**config.mk**
```make
export PLATFORM = sky130hd
export DESIGN_NAME = tssid_ctrl
export DESIGN_NICKNAME = d
export VERILOG_FILES = /design/src/hdl/tssid_pkg.sv /design/src/hdl/tssid_ctrl.sv
export SDC_FILE = /design/constraint.sdc
export NUM_CORES = 1
export LEC_CHECK = 0
export ABC_CLOCK_PERIOD_IN_PS = 2500
export BUFFER_PORTS_ARGS = -buffer_cell sky130_fd_sc_hd__buf_2
export CAP_MARGIN = 20
export CELL_PAD_IN_SITES_DETAIL_PLACEMENT = 1
export CELL_PAD_IN_SITES_GLOBAL_PLACEMENT = 2
export CORE_AREA = 10 10 47 49
export CTS_CLUSTER_DIAMETER = 150
export DETAILED_ROUTE_END_ITERATION = 8
export DIE_AREA = 0 0 57 59
export PLACE_DENSITY_LB_ADDON = 0.1
export SLEW_MARGIN = 0
export SYNTH_ARGS = -nofsm -noshare
export SYNTH_HDL_FRONTEND = slang
export SYNTH_SLANG_ARGS = --single-unit
export TNS_END_PERCENT = 10
```
**constraint.sdc**
```tcl
create_clock -name clk -period 2.5 [get_ports clk]
set_clock_uncertainty 0.15 [all_clocks]
set_input_delay 0.25 -clock clk [delete_from_list [all_inputs] [get_ports clk]]
set_output_delay 0.25 -clock clk [all_outputs]
set_load 0.03 [all_outputs]
```
**src/hdl/tssid_pkg.sv**
```systemverilog
`timescale 1ns / 1ps
`default_nettype none
package tssid_pkg;

  localparam int SEQ_BITS_DEF   = 12;
  localparam int SHARD_BITS_DEF = 10;
  localparam int TIME_BITS_DEF  = 42;

  localparam int NOW_W       = 48;
  localparam int CFG_W       = 48;
  localparam int SHARD_REG_W = 10;
  localparam int SHARD_MAX_W = 16;
  localparam int SLOT_W      = 64;
  localparam int ID_W        = 64;
  localparam int ID_WIDE_W   = 48 + 16 + 16;
  localparam int CFG_IDX_W   = 2;

  typedef enum logic [CFG_IDX_W-1:0] {
    REG_SHARD = 2'd0,
    REG_EPOCH = 2'd1,
    REG_DRIFT = 2'd2
  } cfg_reg_t;

  typedef struct packed {
    logic load;
    logic offs;
    logic diff;
    logic cmp;
    logic commit;
  } cmd_t;

  typedef struct packed {
    logic out_free;
  } status_t;

endpackage
`default_nettype wire

```
**src/hdl/tssid_ctrl.sv**
```systemverilog
`timescale 1ns / 1ps
`default_nettype none
module tssid_ctrl (
  input  wire                 clk,
  input  wire                 rst,
  input  wire                 in_valid,
  output logic                in_ready,
  input  tssid_pkg::status_t  stat,
  output tssid_pkg::cmd_t     cmd
);

  typedef enum logic [2:0] {
    ST_IDLE,
    ST_OFFS,
    ST_DIFF,
    ST_CMP,
    ST_COMMIT
  } state_t;

  state_t state;

  always_comb begin
    cmd        = '0;
    cmd.load   = in_valid && in_ready;
    cmd.offs   = (state == ST_OFFS);
    cmd.diff   = (state == ST_DIFF);
    cmd.cmp    = (state == ST_CMP);
    cmd.commit = (state == ST_COMMIT) && stat.out_free;
  end

  always_ff @(posedge clk) begin
    if (rst) begin
      state    <= ST_IDLE;
      in_ready <= 1'b0;
    end else begin
      case (state)
        ST_IDLE: begin
          if (in_valid && in_ready) begin
            state    <= ST_OFFS;
            in_ready <= 1'b0;
          end else begin
            in_ready <= 1'b1;
          end
        end
        ST_OFFS: state <= ST_DIFF;
        ST_DIFF: state <= ST_CMP;
        ST_CMP:  state <= ST_COMMIT;
        ST_COMMIT: begin
          if (stat.out_free) begin
            state    <= ST_IDLE;
            in_ready <= 1'b1;
          end
        end
        default: begin
          state    <= ST_IDLE;
          in_ready <= 1'b1;
        end
      endcase
    end
  end

endmodule
`default_nettype wire

```
After elaboration in Yosys (flattened, before gate mapping)
Cells that the tools add are included.
- output and inout bits: 6
- register bits after elaboration: 4
- bits of input ports: 4
- mux-type cells: 6
- bitwise operators: 1
- reductions and logical operators: 6
- eq/ne operators: 6
- operators by type and width (cell ; count):
    $pmux 3 s5 ; 1
    $eq 3x2->1 const B ; 2
    $mux 3 ; 2
    $ne 2x2->1 const B ; 2
    $reduce_and 2->1 ; 2
    $eq 3x1->1 const B ; 1
    $eq 3x3->1 const B ; 1
    $logic_not 3->1 ; 1
    $pmux 1 s3 ; 1
    $reduce_or 3->1 ; 1
    $logic_and 1x1->1 ; 2
    $mux 1 ; 2
    $not 1->1 ; 1

Depth between registers and ports, before layout
- word-level depth: 4
- mapped depth: 4
- gate-level depth less buffers: 3

Least setup slack after synthesis
No wires, ideal clock.
- kind: register to output
- start: register state[1]
- end: output cmd[0] (netlist name)
- data arrival time: 1424 ps
- required time: 2100 ps
- slack: 676 ps
- stages on the path, launching flop included: 3
- buffers on the path: 1
- cells stage by stage: dfxtp_1 > buf_2 > nor4bb_1
- RTL lines (what ; RTL line ; RTL):
    from (decl) ; tssid_ctrl.sv:20 ; state_t state;
    from (signal assigned) ; tssid_ctrl.sv:33 ; state <= ST_IDLE;
    from (signal assigned) ; tssid_ctrl.sv:39 ; state <= ST_OFFS;
    from (signal assigned) ; tssid_ctrl.sv:45 ; ST_OFFS: state <= ST_DIFF;
    to (decl) ; tssid_ctrl.sv:9 ; output tssid_pkg::cmd_t cmd

==> out/summary.txt <==
status = finished, final reports clean
clk slew on worst S/H paths = 40 ps
clk sinks = 4
cell internal pwr = 146 uW
unrepaired setup endpoints after global routing = no
Leakage = 0.000126 uW
flops & latches, synth = 4
Yosys warning total = 0
Pre-antenna DRT Iters = 1
Die Y-Extent = 59 um
GPL Wtd Cong = 0.622
maximum VDD drop = 0.000143 V
Worst-Skew Late Latency = 230 ps
Post-route DRC = 0
cell type with the largest total area after synthesis = dfxtp_1
part of the power in registers = 39.0%
Total Routing Usage GR = 4.18%
core box area = 1400 sq um
FMAX = 639 MHz
PD cells = 771 nW/um^2
cells after synthesis = 23
worst rel slew slack = 79.4%
CP Max Fanout = 9
first-pass GRT wire length = 1060 um
Num CTS Buffers = 3
crit path kind = reg2out
grt peak-use layer = met2
antenna fix cells = 0
part of the power in the clock network = 36.6%
initial DRC count = 0
hold_buf cts = 0
sequential area share after synthesis = 37.0%
met1 Use GR = 3.30%
Initial Util = 15.4%
Hold Crit Class = in2reg
GR Layer Usage met2 = 6.82%
Die Width = 57 um
fill count = 181
I/O Buffers = 9
Area Growth Syn to Fin = 30.6%
I/O Pins = 10
routed vias = 200
sw frac = 32.9%
WL/cell = 12.3 um
setup tns final = 0 ps
Post-Route WL = 591 um
design area = 283 sq um
share of layout cells above drive strength 1 = 43.8%
hpwl dp = 465 um
grt ovf = 0
CTS Root Cell = clkbuf_4
Final setup viols = 0
die area = 3360 sq um
Post-DRT Antenna Nets = 0
CTS tree = built
Worst Path Arrival = 1160 ps
fin nets = 38
vias in the first global route = 254
Logic pwr share = 24.5%
actual transition at the worst max-transition pin = 309 ps
Post-Syn Nets = 27
number of gates resized after CTS = 0
Final period util = 62.6%
Final Hold Vio Count = 0
crit path launch type = flip-flop
post-synth cell types = 18
Area after DPL = 260 sq um
antenna violations before repair = 0
H-Tree Depth = 1
final max-slew violation count = 0
Rows = 14
Synth area leaders = dfxtp_1 37%, nor3b_1 6.9%, or4b_4 6.4%, buf_6 5.2%, nor3_1 4.6%
max cap viols = 0
largest net degree at the start of global routing = 10
GRT met3 Usage = 2.15%
Mapped Area = 216 sq um
CP required = 2100 ps
Worst Setup End Kind = output port
Final min period = 1560 ps
Mean Syn Cell Area = 9.41 sq um
setup bufs post-CTS = 0
Clock Tree Buf Depth = 2
Vias/cell = 4.17
Net Switching = 71.7 uW
post-synth top area share = 37.0%
## cell usage in the layout (no fill, tap or decap)
cell / instances
a21oi_1: 1
a21oi_2: 1
and2_1: 1
buf_2: 9
clkbuf_4: 3
dfxtp_1: 4
inv_1: 1
nand3b_1: 1
nor2_1: 1
nor3_1: 2
nor3b_1: 2
nor4_1: 1
nor4b_1: 1
nor4bb_1: 1
o21bai_1: 1
or4b_4: 1
xnor2_1: 1
## power groups by stage
stage | sequential [uW] | clock (uW) | combinational (uW)
after floorplan | 81.4 | 0 | 47.0
after global placement | 86.4 | 0 | 55.8
after detailed placement | 86.3 | 0 | 54.7
after CTS | 85.5 | 85.8 | 54.8
after global routing | 87.2 | 89.8 | 58.7
final | 84.9 | 79.7 | 53.3
## area by class of cell
type / instances / area (sq um) / share of cell area, %
multi-input combinational: 15 / 111 / 39.4
tap: 16 / 20.0 / 7.08
clock buffer: 3 / 22.5 / 7.96
inverter: 1 / 3.75 / 1.33
sequential: 4 / 80.1 / 28.3
timing repair buffer: 9 / 45.0 / 15.9
## routing by layer
| layer | up-vias | share of wire (%) |
|---|---|---|
| met5 | - | 0 |
| met2 | 6 | 50 |
| met3 | 2 | 7.1 |
| li1 | 99 | - |
| met4 | 0 | 2.9 |
| met1 | 93 | 39 |
## metrics by stage
step	setup WS, ps	hold WS [ps]	instances	total power [uW]	utilization (%)
after CTS	894	78.2	48	226	20.2
after global placement	1090	335	45	142	18.6
final	936	83.0	48	218	20.2
after floorplan	676	169	23	128	-
after detailed placement	1090	326	45	141	18.6
after global routing	807	88.7	48	236	20.2
## flip-flops by register name (all words and copies together), names as in the netlist
signal	flops
state	3
in_ready	1
## Yosys cell counts
| cell type | number |
|---|---|
| buf_6 | 1 |
| nor3b_1 | 2 |
| and2_1 | 1 |
| clkbuf_2 | 1 |
| nor4bb_1 | 1 |
| nor3_1 | 2 |
| nor4_1 | 1 |
| dfxtp_1 | 4 |
| a21oi_2 | 1 |
| o21bai_1 | 1 |
| a21oi_1 | 1 |
| buf_2 | 1 |
| xnor2_1 | 1 |
| nor2_1 | 1 |
| nor4b_1 | 1 |
| inv_1 | 1 |
| nand3b_1 | 1 |
| or4b_4 | 1 |
## worst paths after layout
kind | startpoint | endpoint | slack (ps) | depth (start not counted)
setup / recovery | state[0]$_SDFFE_PP0P_ | cmd[3] | 940 | 2
hold / removal | rst | state[2]$_SDFFE_PP0P_ | 80 | 2
setup reg to reg | state[0]$_SDFFE_PP0P_ | in_ready$_SDFFE_PP0P_ | 1080 | 3
hold reg to reg | in_ready$_SDFFE_PP0P_ | in_ready$_SDFFE_PP0P_ | 360 | 2
## critical path, cell delays in order, from the launching register on
cell and delay (ps):
dfxtp_1 490, nor3b_1 210, buf_2 220
## kinds of logic (layout without fill, tap and decap cells)
logic type | after synthesis | after routing | share of synthesized area (%)
buffers and inverters | 4 | 13 | 11.6
and+or+nand+nor | 11 | 11 | 37.6
xor gates and xnor gates | 1 | 1 | 4.05
AOI/OAI and AO/OA | 3 | 3 | 9.83
DFF | 4 | 4 | 37.0
Power figures use the tool's default switching activity.
